## src/rtl/klstk_pkg.sv

```systemverilog
// ----------------------------------------------------------------------------
// Keyed LIFO stack package
// Shared widths, action and status codes, and the cell control bundle.
// ----------------------------------------------------------------------------
package klstk_pkg;

    localparam int DEPTH_DEF = 16;
    localparam int CODE_W    = 32;
    localparam int ACT_W     = 2;
    localparam int STATUS_W  = 3;
    localparam int FILL_W    = 5;
    localparam int CAP_W     = 5;
    localparam int S_DATA_W  = 40;
    localparam int M_DATA_W  = 40;

    localparam logic [CAP_W-1:0] CAP_RESET = 5'd16;

    localparam logic [ACT_W-1:0] ACT_LIST   = 2'd0;
    localparam logic [ACT_W-1:0] ACT_FIND   = 2'd1;
    localparam logic [ACT_W-1:0] ACT_REMOVE = 2'd2;
    localparam logic [ACT_W-1:0] ACT_ADD    = 2'd3;

    localparam logic [STATUS_W-1:0] ST_OK        = 3'd0;
    localparam logic [STATUS_W-1:0] ST_NOT_FOUND = 3'd1;
    localparam logic [STATUS_W-1:0] ST_EMPTY     = 3'd2;
    localparam logic [STATUS_W-1:0] ST_FULL      = 3'd3;
    localparam logic [STATUS_W-1:0] ST_DUP       = 3'd4;

    typedef struct packed {
        logic clear;
        logic search_en;
        logic shift_en;
        logic write_en;
    } klstk_ctrl_t;

endpackage

```

## src/rtl/klstk_cell.sv

```systemverilog
// ----------------------------------------------------------------------------
// Keyed LIFO stack cell
// Holds one stack entry and a search flag; the flag ripples upward one cell
// per cycle and marks the cells at or above a matching entry.
// ----------------------------------------------------------------------------
module klstk_cell
    import klstk_pkg::*;
#(
    parameter int IDX   = 0,
    parameter int CNT_W = 5
) (
    input  logic              aclk,
    input  logic              aresetn,
    input  klstk_ctrl_t       ctrl,
    input  logic [CNT_W-1:0]  count,
    input  logic [CODE_W-1:0] key,
    input  logic              flag_in,
    input  logic [CODE_W-1:0] entry_in,
    output logic [CODE_W-1:0] entry,
    output logic              flag
);

    logic [CODE_W-1:0] entry_reg, entry_next;
    logic              flag_reg, flag_next;
    logic              occupied;
    logic              write_here;

    assign occupied   = CNT_W'(IDX) < count;
    assign write_here = count == CNT_W'(IDX);

    always_comb begin
        entry_next = entry_reg;
        if (ctrl.write_en && write_here) begin
            entry_next = key;
        end else if (ctrl.shift_en && flag_reg) begin
            entry_next = entry_in;
        end
    end

    always_comb begin
        flag_next = flag_reg;
        if (ctrl.clear) begin
            flag_next = 1'b0;
        end else if (ctrl.search_en) begin
            flag_next = flag_in | (occupied && (entry_reg == key));
        end
    end

    always_ff @(posedge aclk) begin
        entry_reg <= entry_next;
    end

    always_ff @(posedge aclk) begin
        if (!aresetn) begin
            flag_reg <= 1'b0;
        end else begin
            flag_reg <= flag_next;
        end
    end

    assign entry = entry_reg;
    assign flag  = flag_reg;

endmodule

```

## src/rtl/keyed_lifo_stack.sv

```systemverilog
// ----------------------------------------------------------------------------
// Keyed LIFO stack
// Bounded stack of unique codes with list, find, keyed remove and add,
// built as a chain of entry cells under a small sequencer.
// ----------------------------------------------------------------------------
// Channel   Direction  Payload
// s_        in         tdata: action, code
// m_        out        tdata: status, item_code, fill_count; tlast: last
// cfg_      in         capacity write
//
// Find, remove and add walk the match flag up the cell chain one cell per
// cycle in the search state, then a resolve and an emit state follow.
// List emits the stored codes top first; refused requests go straight to emit.
// Reset clears the count and sets the capacity to 16; entries are not cleared.
// Output stalls hold the sequencer; a new transfer is taken while the last
// result still waits in the output register.
// ----------------------------------------------------------------------------
module keyed_lifo_stack
    import klstk_pkg::*;
#(
    parameter int DEPTH = DEPTH_DEF
) (
    input  logic                aclk,
    input  logic                aresetn,
    input  logic                s_tvalid,
    output logic                s_tready,
    input  logic [S_DATA_W-1:0] s_tdata,   // action[1:0], code[33:2], zero pad
    output logic                m_tvalid,
    input  logic                m_tready,
    output logic [M_DATA_W-1:0] m_tdata,   // status[2:0], item_code[34:3],
                                           // fill_count[39:35]
    output logic                m_tlast,
    input  logic                cfg_wen,
    input  logic [CAP_W-1:0]    cfg_wdata
);

    localparam int CNT_W = $clog2(DEPTH + 1);
    localparam int IDX_W = $clog2(DEPTH);
    localparam int CMP_W = (CNT_W > CAP_W) ? CNT_W : CAP_W;

    localparam logic [2:0] S_IDLE    = 3'd0;
    localparam logic [2:0] S_SEARCH  = 3'd1;
    localparam logic [2:0] S_RESOLVE = 3'd2;
    localparam logic [2:0] S_EMIT    = 3'd3;
    localparam logic [2:0] S_LIST    = 3'd4;

    logic [2:0]          state_reg, state_next;
    logic [CNT_W-1:0]    count_reg, count_next;
    logic [CAP_W-1:0]    cap_reg, cap_next;
    logic [CODE_W-1:0]   key_reg, key_next;
    logic [ACT_W-1:0]    act_reg, act_next;
    logic [STATUS_W-1:0] status_reg, status_next;
    logic [IDX_W-1:0]    srch_cnt_reg, srch_cnt_next;
    logic [IDX_W-1:0]    list_idx_reg, list_idx_next;
    logic                m_tvalid_reg, m_tvalid_next;
    logic [M_DATA_W-1:0] m_tdata_reg, m_tdata_next;
    logic                m_tlast_reg, m_tlast_next;

    klstk_ctrl_t         ctrl;
    logic [CODE_W-1:0]   cell_entry [DEPTH];
    logic [DEPTH-1:0]    cell_flag;
    logic [ACT_W-1:0]    in_action;
    logic [CODE_W-1:0]   in_code;
    logic [CMP_W-1:0]    cap_ext;
    logic [CMP_W-1:0]    cap_eff;
    logic                is_full;
    logic                found;
    logic                out_free;

    assign in_action = s_tdata[ACT_W-1:0];
    assign in_code   = s_tdata[ACT_W+CODE_W-1:ACT_W];

    assign cap_ext  = CMP_W'(cap_reg);
    assign cap_eff  = (cap_ext > CMP_W'(DEPTH)) ? CMP_W'(DEPTH) : cap_ext;
    assign is_full  = CMP_W'(count_reg) >= cap_eff;
    assign found    = cell_flag[DEPTH-1];
    assign out_free = !m_tvalid_reg || m_tready;

    for (genvar i = 0; i < DEPTH; i++) begin : g_cell
        logic              flag_in;
        logic [CODE_W-1:0] entry_in;

        if (i == 0) begin : g_bottom
            assign flag_in = 1'b0;
        end else begin : g_inner
            assign flag_in = cell_flag[i-1];
        end

        if (i == DEPTH - 1) begin : g_top
            assign entry_in = cell_entry[i];
        end else begin : g_below
            assign entry_in = cell_entry[i+1];
        end

        klstk_cell #(
            .IDX   (i),
            .CNT_W (CNT_W)
        ) u_cell (
            .aclk     (aclk),
            .aresetn  (aresetn),
            .ctrl     (ctrl),
            .count    (count_reg),
            .key      (key_reg),
            .flag_in  (flag_in),
            .entry_in (entry_in),
            .entry    (cell_entry[i]),
            .flag     (cell_flag[i])
        );
    end

    always_comb begin
        state_next    = state_reg;
        count_next    = count_reg;
        cap_next      = cap_reg;
        key_next      = key_reg;
        act_next      = act_reg;
        status_next   = status_reg;
        srch_cnt_next = srch_cnt_reg;
        list_idx_next = list_idx_reg;
        m_tvalid_next = m_tvalid_reg && !m_tready;
        m_tdata_next  = m_tdata_reg;
        m_tlast_next  = m_tlast_reg;
        ctrl          = '0;

        if (cfg_wen) begin
            cap_next = cfg_wdata;
        end

        unique case (state_reg)
            S_IDLE: begin
                if (s_tvalid) begin
                    key_next      = in_code;
                    act_next      = in_action;
                    srch_cnt_next = '0;
                    ctrl.clear    = 1'b1;
                    unique case (in_action) inside
                        ACT_LIST: begin
                            if (count_reg == '0) begin
                                status_next = ST_EMPTY;
                                state_next  = S_EMIT;
                            end else begin
                                list_idx_next = IDX_W'(count_reg - 1'b1);
                                state_next    = S_LIST;
                            end
                        end
                        ACT_FIND, ACT_REMOVE: begin
                            if (count_reg == '0) begin
                                status_next = ST_EMPTY;
                                state_next  = S_EMIT;
                            end else begin
                                state_next = S_SEARCH;
                            end
                        end
                        ACT_ADD: begin
                            if (is_full) begin
                                status_next = ST_FULL;
                                state_next  = S_EMIT;
                            end else begin
                                state_next = S_SEARCH;
                            end
                        end
                        default: begin
                            state_next = S_IDLE;
                        end
                    endcase
                end
            end
            S_SEARCH: begin
                ctrl.search_en = 1'b1;
                srch_cnt_next  = srch_cnt_reg + 1'b1;
                if (srch_cnt_reg == IDX_W'(DEPTH - 1)) begin
                    state_next = S_RESOLVE;
                end
            end
            S_RESOLVE: begin
                state_next = S_EMIT;
                unique case (act_reg) inside
                    ACT_REMOVE: begin
                        if (found) begin
                            ctrl.shift_en = 1'b1;
                            count_next    = count_reg - 1'b1;
                            status_next   = ST_OK;
                        end else begin
                            status_next = ST_NOT_FOUND;
                        end
                    end
                    ACT_ADD: begin
                        if (found) begin
                            status_next = ST_DUP;
                        end else begin
                            ctrl.write_en = 1'b1;
                            count_next    = count_reg + 1'b1;
                            status_next   = ST_OK;
                        end
                    end
                    default: begin
                        status_next = found ? ST_OK : ST_NOT_FOUND;
                    end
                endcase
            end
            S_EMIT: begin
                if (out_free) begin
                    m_tvalid_next = 1'b1;
                    m_tdata_next  = {FILL_W'(count_reg), {CODE_W{1'b0}}, status_reg};
                    m_tlast_next  = 1'b1;
                    state_next    = S_IDLE;
                end
            end
            S_LIST: begin
                if (out_free) begin
                    m_tvalid_next = 1'b1;
                    m_tdata_next  = {FILL_W'(count_reg), cell_entry[list_idx_reg], ST_OK};
                    m_tlast_next  = list_idx_reg == '0;
                    if (list_idx_reg == '0) begin
                        state_next = S_IDLE;
                    end else begin
                        list_idx_next = list_idx_reg - 1'b1;
                    end
                end
            end
            default: begin
                state_next = S_IDLE;
            end
        endcase
    end

    always_ff @(posedge aclk) begin
        if (!aresetn) begin
            state_reg    <= S_IDLE;
            count_reg    <= '0;
            cap_reg      <= CAP_RESET;
            m_tvalid_reg <= 1'b0;
        end else begin
            state_reg    <= state_next;
            count_reg    <= count_next;
            cap_reg      <= cap_next;
            m_tvalid_reg <= m_tvalid_next;
        end
    end

    always_ff @(posedge aclk) begin
        key_reg      <= key_next;
        act_reg      <= act_next;
        status_reg   <= status_next;
        srch_cnt_reg <= srch_cnt_next;
        list_idx_reg <= list_idx_next;
        m_tdata_reg  <= m_tdata_next;
        m_tlast_reg  <= m_tlast_next;
    end

    assign s_tready = state_reg == S_IDLE;
    assign m_tvalid = m_tvalid_reg;
    assign m_tdata  = m_tdata_reg;
    assign m_tlast  = m_tlast_reg;

endmodule

```

## config.mk

```make
export PLATFORM = sky130hd
export DESIGN_NAME = keyed_lifo_stack
export DESIGN_NICKNAME = d
export VERILOG_FILES = /design/src/rtl/klstk_pkg.sv /design/src/rtl/klstk_cell.sv /design/src/rtl/keyed_lifo_stack.sv
export SDC_FILE = /design/constraint.sdc
export NUM_CORES = 1
export LEC_CHECK = 0
export BUFFER_PORTS_ARGS = -buffer_cell sky130_fd_sc_hd__buf_4
export CAP_MARGIN = 20
export CORE_MARGIN = 2
export CORE_UTILIZATION = 43
export CTS_CLUSTER_DIAMETER = 80
export DETAILED_ROUTE_END_ITERATION = 8
export HOLD_SLACK_MARGIN = 0.03
export PLACE_DENSITY = 0.7
export SYNTH_ARGS = -nofsm -noshare
export SYNTH_HDL_FRONTEND = slang
export SYNTH_SLANG_ARGS = --single-unit
```

## constraint.sdc

```tcl
create_clock -name aclk -period 9.26 [get_ports aclk]
set_input_delay 1.852 -clock aclk [delete_from_list [all_inputs] [get_ports aclk]]
set_output_delay 1.852 -clock aclk [all_outputs]
set_load 0.02 [all_outputs]
```

Word-level counts from Yosys, hierarchy flattened --
Index checks and enable logic that the tools add are counted.
Storage, ports and cells: register bits after elaboration 628, output and inout bits 43, bits of input ports 50
Operators by class: add/sub/neg operators 4, bitwise gates (word level) 17, muxes and demuxes 79, equal/unequal tests 54, order comparisons 19, reduce and logical (&&, ||, !) cells 86
Operator list (count):
- $mux 32 | 32
- $eq 32x32->1 | 16
- $bmux 32 s4 | 1
- $mux 40 | 2
- $pmux 40 s2 | 1
- $logic_and 1x1->1 | 48
- $eq 5x4->1 const B | 8
- $lt 4x5->1 const A | 8
- $reduce_bool 2->1 | 20
- $mux 3 | 11
- $mux 4 | 6
- $eq 5x3->1 const B | 4
- $lt 3x5->1 const A | 4
- $ne 2x2->1 const B | 8
- $pmux 4 s2 | 2
- $mux 5 | 3
- $or 1x1->1 | 15
- $pmux 3 s5 | 1
- $mux 1 | 12
- $pmux 3 s2 | 2
- $eq 5x2->1 const B | 2
- $lt 1x5->1 const A | 2
- $lt 2x5->1 const A | 2
- $pmux 5 s2 | 1
- other kinds (35) | 48

Depth between registers and ports, before layout --
Gate-level depths: netlist (run 1).
depth after elaboration 7, gate-level depth with buffers 9, depth with buffers taken out 7

Modules after synthesis --
Synthesis (run 1) repeated with hierarchy kept, for this count alone.
Second synthesis, totals: cell total of the unflattened synthesis 2582, area, all modules 37823.8 um2
By module, submodules not included:
- keyed_lifo_stack | area an instance 8308.0 um2, seq. area each 2862.7 um2, cells each 655, times used 1
- klstk_cell at g_cell[9].u_cell | area an instance 1931.9 um2, seq. area each 980.9 um2, cells each 120, times used 1
- klstk_cell at g_cell[10].u_cell | area an instance 1925.6 um2, seq. area each 980.9 um2, cells each 122, times used 1
- klstk_cell at g_cell[8].u_cell | area an instance 1924.3 um2, seq. area each 980.9 um2, cells each 125, times used 1
- klstk_cell at g_cell[3].u_cell | area an instance 1923.1 um2, seq. area each 980.9 um2, cells each 120, times used 1
- klstk_cell at g_cell[13].u_cell | area an instance 1909.3 um2, seq. area each 980.9 um2, cells each 121, times used 1
- klstk_cell at g_cell[6].u_cell | area an instance 1905.6 um2, seq. area each 980.9 um2, cells each 120, times used 1
- klstk_cell at g_cell[0].u_cell | area an instance 1894.3 um2, seq. area each 980.9 um2, cells each 120, times used 1
- klstk_cell at g_cell[2].u_cell | area an instance 1813.0 um2, seq. area each 980.9 um2, cells each 119, times used 1
- klstk_cell at g_cell[5].u_cell | area an instance 1804.2 um2, seq. area each 980.9 um2, cells each 120, times used 1
- klstk_cell at g_cell[11].u_cell | area an instance 1799.2 um2, seq. area each 980.9 um2, cells each 121, times used 1
- klstk_cell at g_cell[15].u_cell | area an instance 1795.5 um2, seq. area each 980.9 um2, cells each 119, times used 1
- klstk_cell at g_cell[14].u_cell | area an instance 1784.2 um2, seq. area each 980.9 um2, cells each 121, times used 1
- klstk_cell at g_cell[7].u_cell | area an instance 1784.2 um2, seq. area each 980.9 um2, cells each 118, times used 1
- +3 rows

Least setup slack after synthesis (run 1) --
Ideal clock, no wire load.
path type in2reg, start input m_tready, end register m_tdata_reg[0], in the netlist m_tdata[0], enable pin, required time 8.858 ns, arrival 3.016 ns, stages 2, slack 5.842 ns, cells stage by stage nand2b_1 > and2_1
On the way: word-level cells in the longest chain between the ends 3
Ends and longest elaborated chain:
- start, declared | RTL line keyed_lifo_stack.sv:29 | input logic m_tready,
- $logic_or 1x1->1 (*) | RTL line keyed_lifo_stack.sv:77 | assign out_free = !m_tvalid_reg || m_tready;
- $ne 2x2->1 (no source line)
- $reduce_and 3->1 (no source line) (*)
- end signal, assigned | RTL line keyed_lifo_stack.sv:247 | m_tdata_reg <= m_tdata_next;
- end, declared | RTL line keyed_lifo_stack.sv:56 | logic [M_DATA_W-1:0] m_tdata_reg, m_tdata_next;
Every way passes the cells marked *; elsewhere a longest branch is shown, timed or not. A chain may end at the register's enable or synchronous reset.

Worst setup path after layout (run 1) --
start register state_reg[1], end register g_cell[6].u_cell.entry_reg[10], enable pin
On the way: word-level cells in the longest chain between the ends 4
Ends and longest elaborated chain:
- start, declared | RTL line keyed_lifo_stack.sv:47 | logic [2:0] state_reg, state_next;
- start signal, assigned | RTL line keyed_lifo_stack.sv:234 | state_reg <= state_next;
- $eq 3x2->1 (*) | RTL line keyed_lifo_stack.sv:129 | unique case (state_reg)
- $mux 2 (*) | RTL line keyed_lifo_stack.sv:129
- $logic_and 1x1->1 (on tied branches) | RTL line klstk_cell.sv:35, klstk_cell.sv:33
- $reduce_bool 2->1 (no source line) (*)
- end signal, assigned | RTL line klstk_cell.sv:50 | entry_reg <= entry_next;
- end, declared | RTL line klstk_cell.sv:23 | logic [CODE_W-1:0] entry_reg, entry_next;
Marks and branches as above.

==> reports/metrics.cfg, run 1 <==
[cts]
clkTransAtPathRegs_ps = 60
cts-root-buf = clkbuf_16
postCtsHoldBufs = 0
cts_tree = done
post_cts.repair.setup_buffers = 0
cts_buffers = 70
cts_num_sinks = 628
clkLatencyLatePin_ps = 630
clock_path_buffers = 3
cts_resized = 0
htree_num_levels = 3

[yosys]
synthFlopType = edfxtp_1
ys_async_sr_fraction_pct = 0
synth.distinct_cells = 57
ys_ff_latch = 628
yosysWarningCount = 0
synth.net_count = 2537
ys_seq_area_share_pct = 51.7
avgSynthCellArea_um2 = 14.5
synth_edf_count = 598
synth_cells = 2472
synthesis.area_um2 = 35900

[timing]
hold_violations = 0
min_period_over_period_pct = 45.1
drv_slew = 0
tns_ps = 0
finClkSkew_ps = 24.5
worst_pin_slew_ps = 1180
period_minus_slack_ps = 4170
max_slew_margin_pct = 20.8
rsz0062_at_grt = no
timing.fmax_mhz = 240
finalSetupViolations = 0

[power]
leakagePower_nw = 13.0
vdd_drop_max_mv = 0.219
p_per_area_nw_per_um2 = 191
power_mw = 7.58

[die]
io_pins = 93
rows = 105
start_util_pct = 43.6
dieHeight_um = 293
design.die.area_um2 = 85800
core_um2 = 82400
die_x_um = 293

[worst_setup_path]
crit_type = register to register
crit_fanout = 33
crit_path_start = state_reg[1]
r2r_start = state_reg[1]
cp_data_arrival_time_ps = 4460
reg2reg_depth = 6
cp-end-kind = register
crit_required_ps = 9550
start_kind = register
regToRegSetupSlack_ps = 5090
worst_r2r_endpoint = g_cell[6].u_cell.entry[10]
crit_end = g_cell[6].u_cell.entry[10]

[drt]
first_iter_violations = 2499
drt-pass1-iter-count = 5
vias_per_cell = 6.11
drt_wl_total_um = 110000
ant_nets = 0
post_drt_wl_per_cell_um = 30.7
dr_total_vias = 21900
met1_length_um = 43100
top_layer = met5
met3WireLength_um = 8490
wl_met2_um = 52200
drc_errors = 0

[cells_and_area]
nets = 2526
largest_register_ff_count = 512
syn_to_final_growth_pct = 10.7
fin_cells = 3584
drive_gt1_share_pct = 36.3

[global_route]
grt_pass1_wl_um = 157000
grt_antenna_before_repair = 12
track_usage_pct = 25.5
grt_pass1_vias = 22400
grt_max_degree = 131
grt-ovfl-total = 0

[place]
io_buffers = 86
dp_hpwl_um = 79100
dp_cells = 3457
globalplace.congestion = 0.965

[hold_path]
hp-class = register to register

[run]
cap_violations = 0

[run_status]
status = complete, no violations

[critical path, cell delays in order (launching register included)]
cell and delay, ps:
dfxtp_1 650, or3b_1 560, or3_1 600, nor2_1 270, nand2_2 580, nand2_1 710, buf_4 440
[area by class of cell]
class	instances	area, um^2
Antenna cell	1	2.50
Clock inverter	36	330
Clock buffer	88	1850
Timing Repair Buffer	154	1270
Inverter	13	48.8
Fill cell	6968	42600
Tap cell	1070	1340
Multi-Input combinational cell	1594	16300
Sequential cell	628	18600
[report_power, final]
part | leakage, nW | internal, mW | switching, mW
clock network | 1.07 | 1.54 | 1.18
registers | 5.65 | 3.21 | 0.0642
logic | 6.24 | 0.505 | 1.08
total | 13.0 | 5.25 | 2.32
[how the worst min path moves through the flow]
stage / endpoint / slack, ps / startpoint / cells after the start
after floorplan: g_cell[15].u_cell.entry[0] / 420 / key_reg[0] / 0
after global placement: cap_ext[0] / 470 / cap_ext[0] / 2
after detailed placement: cap_ext[0] / 490 / cap_ext[0] / 2
after CTS: cap_ext[0] / 500 / cap_ext[0] / 2
after global routing: cap_ext[0] / 520 / cap_ext[0] / 2
final: cap_ext[0] / 500 / cap_ext[0] / 2
[cells by family after synthesis]
| kind of cell | share of synthesized area (%) |
|---|---|
| XOR/XNOR | 12.7 |
| buffers and inverters | 3.01 |
| AND/OR/NAND/NOR | 5.44 |
| adder cells (fa/ha/maj) | 0.523 |
| flip-flops | 51.7 |
| multiplexers | 25.3 |
| AO/OA/AOI/OAI | 1.31 |
[layout by cell type (no fill, tap or decap), types with 9 or more instances in the layout]
master | netlist | layout
clkbuf_1 | 142 | 16
xnor2_1 | 265 | 265
clkbuf_16 | 0 | 71
a22oi_1 | 9 | 9
mux2_2 | 478 | 478
nor2_1 | 33 | 29
nand3_1 | 18 | 16
inv_1 | 13 | 13
ha_1 | 15 | 15
buf_4 | 3 | 146
nor3_1 | 16 | 15
nand2_1 | 45 | 45
nor2b_1 | 35 | 35
nand4_1 | 82 | 82
o21ai_0 | 9 | 9
xor2_1 | 257 | 257
dfxtp_1 | 30 | 30
clkinv_2 | 0 | 11
edfxtp_1 | 598 | 598
nor4_1 | 80 | 80
mux4_2 | 160 | 160
a21oi_1 | 14 | 14
clkinv_1 | 0 | 14
[synth_stat cells, drive strengths merged (6+ instances only)]
cell,instances,area [um^2]
buf,95,498
mux2i,8,80.1
xor2,257,2250
o21ai,9,45.0
a21o,6,45.0
clkbuf,142,533
xnor2,265,2320
and2,7,43.8
mux2,480,5410
ha,15,188
a21oi,14,70.1
nand3,20,110
nor3,18,113
nand2,49,194
nand4,83,526
a22oi,9,67.6
nor2,34,130
dfxtp,30,601
edfxtp,598,18000
nor4,80,500
mux4,160,3600
inv,13,48.8
a221o,6,60.1
nor2b,35,219
[routing by layer]
layer / global-route usage [%] / up-vias
met3: 4.49 / 201
met2: 41.5 / 1075
met5: 0 / -
met1: 33.1 / 11300
li1: - / 9360
met4: 12.4 / 2
[through the flow]
step           hold WS (ps)  setup WS, ps  utilization [%]  cell area, um^2
2_1_floorplan           424          5840                -            35900
3_3_place_gp            468          5160             45.4            37400
3_5_place_dp            493          5100             45.5            37500
4_1_cts                 503          5090             48.2            39700
5_1_grt                 520          4910             48.2            39700
6_report                499          5090             48.2            39700
(Power assumes the default switching activity.)
==> run 2: changes to the inputs <==
--- a/config.mk
+++ b/config.mk
@@ -12,7 +12,7 @@
 export CTS_CLUSTER_DIAMETER = 80
 export DETAILED_ROUTE_END_ITERATION = 8
 export HOLD_SLACK_MARGIN = 0.03
-export PLACE_DENSITY = 0.7
+export PLACE_DENSITY = 0.73
 export SYNTH_ARGS = -nofsm -noshare
 export SYNTH_HDL_FRONTEND = slang
 export SYNTH_SLANG_ARGS = --single-unit
==> constraint.sdc (replaced) <==
create_clock -name aclk -period 3.4 [get_ports aclk]
set_input_delay 0.68 -clock aclk [delete_from_list [all_inputs] [get_ports aclk]]
set_output_delay 0.68 -clock aclk [all_outputs]
set_load 0.02 [all_outputs]
==> run 2 against run 1 <==
Largest cell class unchanged. Global-route usage rose by 0.82 points. Total power grew to 2.8 times the previous value. Final area up 1.6%. Cell count increased by 1.9%. Largest power group unchanged. Fmax grew 37%.
==> reports/metrics.cfg, run 2 (same netlist as run 1, synthesis figures left out) <==
[cts]
postCtsHoldBufs = 0  ; unchanged
cts_buffers = 72  ; +2.9%
clkLatencyLatePin_ps = 630  ; about the same
clock_path_buffers = 3  ; unchanged
cts_tree = done
clkTransAtPathRegs_ps = 60  ; about the same
post_cts.repair.setup_buffers = 0  ; unchanged
htree_num_levels = 3  ; unchanged
cts-root-buf = clkbuf_16
cts_resized = 0  ; unchanged
cts_num_sinks = 628  ; unchanged

[die]
design.die.area_um2 = 85800  ; unchanged
start_util_pct = 43.6  ; unchanged
dieHeight_um = 293  ; unchanged
io_pins = 93  ; unchanged
die_x_um = 293  ; unchanged
rows = 105  ; unchanged
core_um2 = 82400  ; unchanged

[hold_path]
hp-class = input port to register

[drt]
vias_per_cell = 6.14  ; +0.49%
post_drt_wl_per_cell_um = 31.2  ; +1.8%
first_iter_violations = 2949  ; +18%
drt_wl_total_um = 114000  ; +3.7%
drt-pass1-iter-count = 6  ; +1
drc_errors = 0  ; unchanged
ant_nets = 0  ; unchanged
dr_total_vias = 22400  ; +2.4%

[global_route]
grt_pass1_wl_um = 162000  ; +2.7%
track_usage_pct = 26.3  ; +0.82 points
grt_pass1_vias = 22600  ; +0.71%
grt_antenna_before_repair = 9  ; -3
grt-ovfl-total = 0  ; unchanged
grt_max_degree = 52  ; -60%

[timing]
min_period_over_period_pct = 89.3  ; +44 points
timing.fmax_mhz = 329  ; +37%
rsz0062_at_grt = no
period_minus_slack_ps = 3040  ; -1140 ps
drv_slew = 0  ; unchanged
tns_ps = 0  ; unchanged
worst_pin_slew_ps = 1040  ; -145 ps
finalSetupViolations = 0  ; unchanged
finClkSkew_ps = 20.4  ; -4.16 ps
hold_violations = 0  ; unchanged
max_slew_margin_pct = 30.7  ; +9.8 points

[power]
vdd_drop_max_mv = 0.328  ; +50%
power_mw = 21.0  ; +180%
p_per_area_nw_per_um2 = 521  ; +170%
leakagePower_nw = 13.3  ; +2.8%

[place]
io_buffers = 86  ; unchanged
dp_hpwl_um = 85100  ; +7.6%
globalplace.congestion = 0.951  ; -1.4%

[worst_setup_path]
start_kind = register
cp_data_arrival_time_ps = 3400  ; -1060 ps
crit_fanout = 32  ; -3.0%
crit_type = register to register
cp-end-kind = register
crit_required_ps = 3770  ; -5780 ps
regToRegSetupSlack_ps = 360  ; -4720 ps

[cells_and_area]
nets = 2589  ; +2.5%
largest_register_ff_count = 512  ; unchanged
layout_commonest_cell = edfxtp_1
syn_to_final_growth_pct = 12.5
drive_gt1_share_pct = 37.7  ; +1.4 points
most-common-layout-cells = 598 x edfxtp_1, 478 x mux2_2, 265 x xnor2_1
n_antenna_cell = 0  ; -1

[run_status]
status = complete, no violations

[run]
cap_violations = 0  ; unchanged

run 2: changes by cell type in the layout (fill, tap and decap cells not counted), moves of 4 or more:
cell / before / now
buf_12: 6 / 20
buf_4: 146 / 195
clkbuf_1: 16 / 21
clkbuf_16: 71 / 75
clkbuf_8: 1 / 6
clkinv_2: 11 / 7
clkinv_8: 4 / 0
run 2: final timing paths:
check | start | endpoint | depth (start not counted)
worst min-delay path | s_tdata[6] | key_reg[4] | 1
worst max-delay path | state_reg[2] | g_cell[10].u_cell.entry[22] | 6
worst max register to register | state_reg[2] | g_cell[10].u_cell.entry[22] | 6
worst min register to register | g_cell[6].u_cell.flag | g_cell[6].u_cell.flag | 2
run 2: worst max-delay path: stages, from the launching register on:
cell	delay [ps]
dfxtp_1	310
or3b_1	400
buf_4	190
nor3_2	170
buf_4	260
nand3_2	800
mux2_2	610
run 2: layout make-up:
type                    count  area [um^2]
multi-input cells        1594        16300
clock inverters            29          194
flip-flops and latches    628        18600
fillers                  6992        42000
repair buffers            215         1860
inverters                  13         48.8
well taps                1070         1340
clock buffers             102         2040
run 2: routing by layer:
layer / wire [um] / GRT usage [%] / share of wire, %
met5: 0 / 0 / 0
met2: 53700 / 42.3 / 47
met4: 6480 / 13.2 / 5.7
met1: 44200 / 34.6 / 39
met3: 9690 / 4.33 / 8.5
run 2: stage by stage:
step	cell area (um^2)	cells	hold slack (ps)	setup WS, ps	utilization [%]
floorplan	35900	2472	424	337	-
global placement	38200	3520	476	477	46.3
detailed placement	38200	3520	494	414	46.3
CTS	40400	3651	193	405	49.0
global route	40400	3651	207	316	49.0
finish	40400	3651	225	363	49.0
run 2: power by group:
part / internal, mW / switching, mW / total [mW]
clock network: 4.33 / 3.23 / 7.56
logic: 1.55 / 2.71 / 4.26
registers: 8.75 / 0.484 / 9.23
total: 14.6 / 6.42 / 21.0
==> run 3: changes to the inputs <==
--- a/config.mk
+++ b/config.mk
@@ -13,6 +13,7 @@
 export DETAILED_ROUTE_END_ITERATION = 8
 export HOLD_SLACK_MARGIN = 0.03
 export PLACE_DENSITY = 0.73
+export SETUP_SLACK_MARGIN = 0.4
 export SYNTH_ARGS = -nofsm -noshare
 export SYNTH_HDL_FRONTEND = slang
 export SYNTH_SLANG_ARGS = --single-unit
==> run 3 against run 2 <==
Fmax grew 7.6%. Total power grew 0.64%. First-iteration DRC count shrank 3.9%. Critical path depth is the same. Clock skew grew 14 ps. Critical endpoint is now g_cell[11].u_cell.entry[10].
==> reports/metrics.cfg, run 3 (same netlist as run 1, synthesis figures left out) <==
[cells_and_area]
nets = 2594  ; +0.19%
largest_register_ff_count = 512  ; unchanged
most-common-layout-cells = 598 x edfxtp_1, 478 x mux2_2, 265 x xnor2_1
final_cell_area_um2 = 40500  ; +0.24%
syn_to_final_growth_pct = 12.7
layout_commonest_cell = edfxtp_1
drive_gt1_share_pct = 37.9  ; +0.17 points
fin_cells = 3651  ; unchanged

[die]
rows = 105  ; unchanged
die_x_um = 293  ; unchanged
dieHeight_um = 293  ; unchanged
io_pins = 93  ; unchanged
design.die.area_um2 = 85800  ; unchanged
start_util_pct = 43.6  ; unchanged
core_um2 = 82400  ; unchanged

[timing]
min_period_over_period_pct = 83.0  ; -6.3 points
tns_ps = 0  ; unchanged
hold_violations = 0  ; unchanged
worst_pin_slew_ps = 1120  ; +78.8 ps
rsz0062_at_grt = no
finClkSkew_ps = 34.5  ; +14.1 ps
max_slew_margin_pct = 25.4  ; -5.3 points
drv_slew = 0  ; unchanged
timing.fmax_mhz = 354  ; +7.6%
period_minus_slack_ps = 2820  ; -215 ps
finalSetupViolations = 0  ; unchanged

[cts]
clkLatencyLatePin_ps = 630  ; about the same
postCtsHoldBufs = 0  ; unchanged
cts-root-buf = clkbuf_16
cts_tree = done
htree_num_levels = 3  ; unchanged
cts_num_sinks = 628  ; unchanged
cts_buffers = 70  ; -2.8%
clock_path_buffers = 3  ; unchanged
clkTransAtPathRegs_ps = 60  ; about the same

[worst_setup_path]
crit_path_start = state_reg[2]
start_kind = register
cp_data_arrival_time_ps = 3200  ; -200 ps
worst_r2r_endpoint = g_cell[11].u_cell.entry[10]
regToRegSetupSlack_ps = 580  ; +210 ps
crit_required_ps = 3780  ; about the same
crit_type = register to register
reg2reg_depth = 6  ; unchanged
cp-end-kind = register
crit_fanout = 20  ; -38%
path_cells = or3b_1 > nor3_1 > buf_4 > nand4_2 > buf_4 > mux2_2
r2r_start = state_reg[2]
crit_path_max_incr_delay_ps = 530  ; -270 ps
crit_end = g_cell[11].u_cell.entry[10]
crit_path_top_delay_cell = or3b_1
crit_top_cell = buf_4

[global_route]
met2_usage_pct = 40.8  ; -1.6 points
grt.busiest_layer = met2
grt_pass1_wl_um = 161000  ; -0.62%
grt_pass1_vias = 22600  ; +0.24%
grt-ovfl-total = 0  ; unchanged
grtUsageMet3_pct = 3.63  ; -0.70 points
grt_use_met1_pct = 34.7  ; +0.037 points
grt_max_degree = 43  ; -17%
track_usage_pct = 26.2  ; -0.17 points
grt_antenna_before_repair = 11  ; +2

[place]
dpl-instance-area_um2 = 38200  ; +0.16%
dp_hpwl_um = 84500  ; -0.71%
dp_cells = 3527  ; +0.20%
io_buffers = 86  ; unchanged
globalplace.congestion = 1.06  ; +11%

[run_status]
status = complete, no violations

[power]
vdd_drop_max_mv = 0.451  ; +38%
p_per_area_nw_per_um2 = 523  ; +0.39%
leakagePower_nw = 13.4  ; +0.30%

[drt]
vias_per_cell = 6.16  ; +0.22%
drt_wl_total_um = 113000  ; -0.99%
dr_total_vias = 22500  ; +0.22%
first_iter_violations = 2833  ; -3.9%
ant_nets = 0  ; unchanged
drt-pass1-iter-count = 6  ; unchanged
drc_errors = 0  ; unchanged
post_drt_wl_per_cell_um = 30.9  ; -0.99%

[run]
cap_violations = 0  ; unchanged

[hold_path]
hp-class = input port to register

## run 3: routing by layer
layer  part of all wire (%)  routed length, um
met1                     39              43700
met2                     46              52000
met3                    8.2               9250
met4                    7.0               7940
met5                  0.023                 26
## run 3: cell type report
cell class / count / area (um^2)
flip-flops and latches: 628 / 18600
diodes: 1 / 2.50
well taps: 1070 / 1340
fillers: 6969 / 41900
clock inverters: 31 / 332
inverters: 13 / 48.8
repair buffers: 222 / 1930
multi-input cells: 1594 / 16400
clock buffers: 92 / 1920
## run 3: worst min path at each step
stage / startpoint / endpoint / slack [ps] / cells after the start
floorplan: key_reg[0] / g_cell[15].u_cell.entry[0] / 420 / 0
global placement: cap_ext[0] / cap_ext[0] / 470 / 2
detailed placement: g_cell[7].u_cell.flag / g_cell[7].u_cell.flag / 490 / 2
CTS: s_tdata[27] / key_reg[25] / 200 / 1
global route: s_tdata[27] / key_reg[25] / 200 / 1
finish: s_tdata[27] / key_reg[25] / 220 / 1
## run 3: stage by stage
stage	util [%]	hold slack [ps]	setup slack, ps	power, mW
floorplan	-	424	462	11.7
global placement	46.4	471	447	13.6
CTS	49.1	196	541	21.2
finish	49.2	220	578	21.2
global route	49.2	205	477	21.7
detailed placement	46.4	490	395	13.6
## run 3: report_power, final
part	internal, mW	switching [mW]
sequential	8.75	0.542
clock	4.38	3.25
combinational	1.55	2.70
total	14.7	6.50
## run 3: worst max-delay path, delay by kind of cell, from the launching register on
| family | cells | cell delay [ps] |
|---|---|---|
| and+or+nand+nor | 3 | 1220 |
| DFF | 1 | 310 |
| muxes | 1 | 310 |
| buffers and inverters | 2 | 710 |
## run 3: repair_timing
item,CTS,global route
gates resized for setup,1,2
buffers inserted,0,0
endpoints found under the setup margin,23,9
hold endpoints to repair,0,0
cloned,0,0
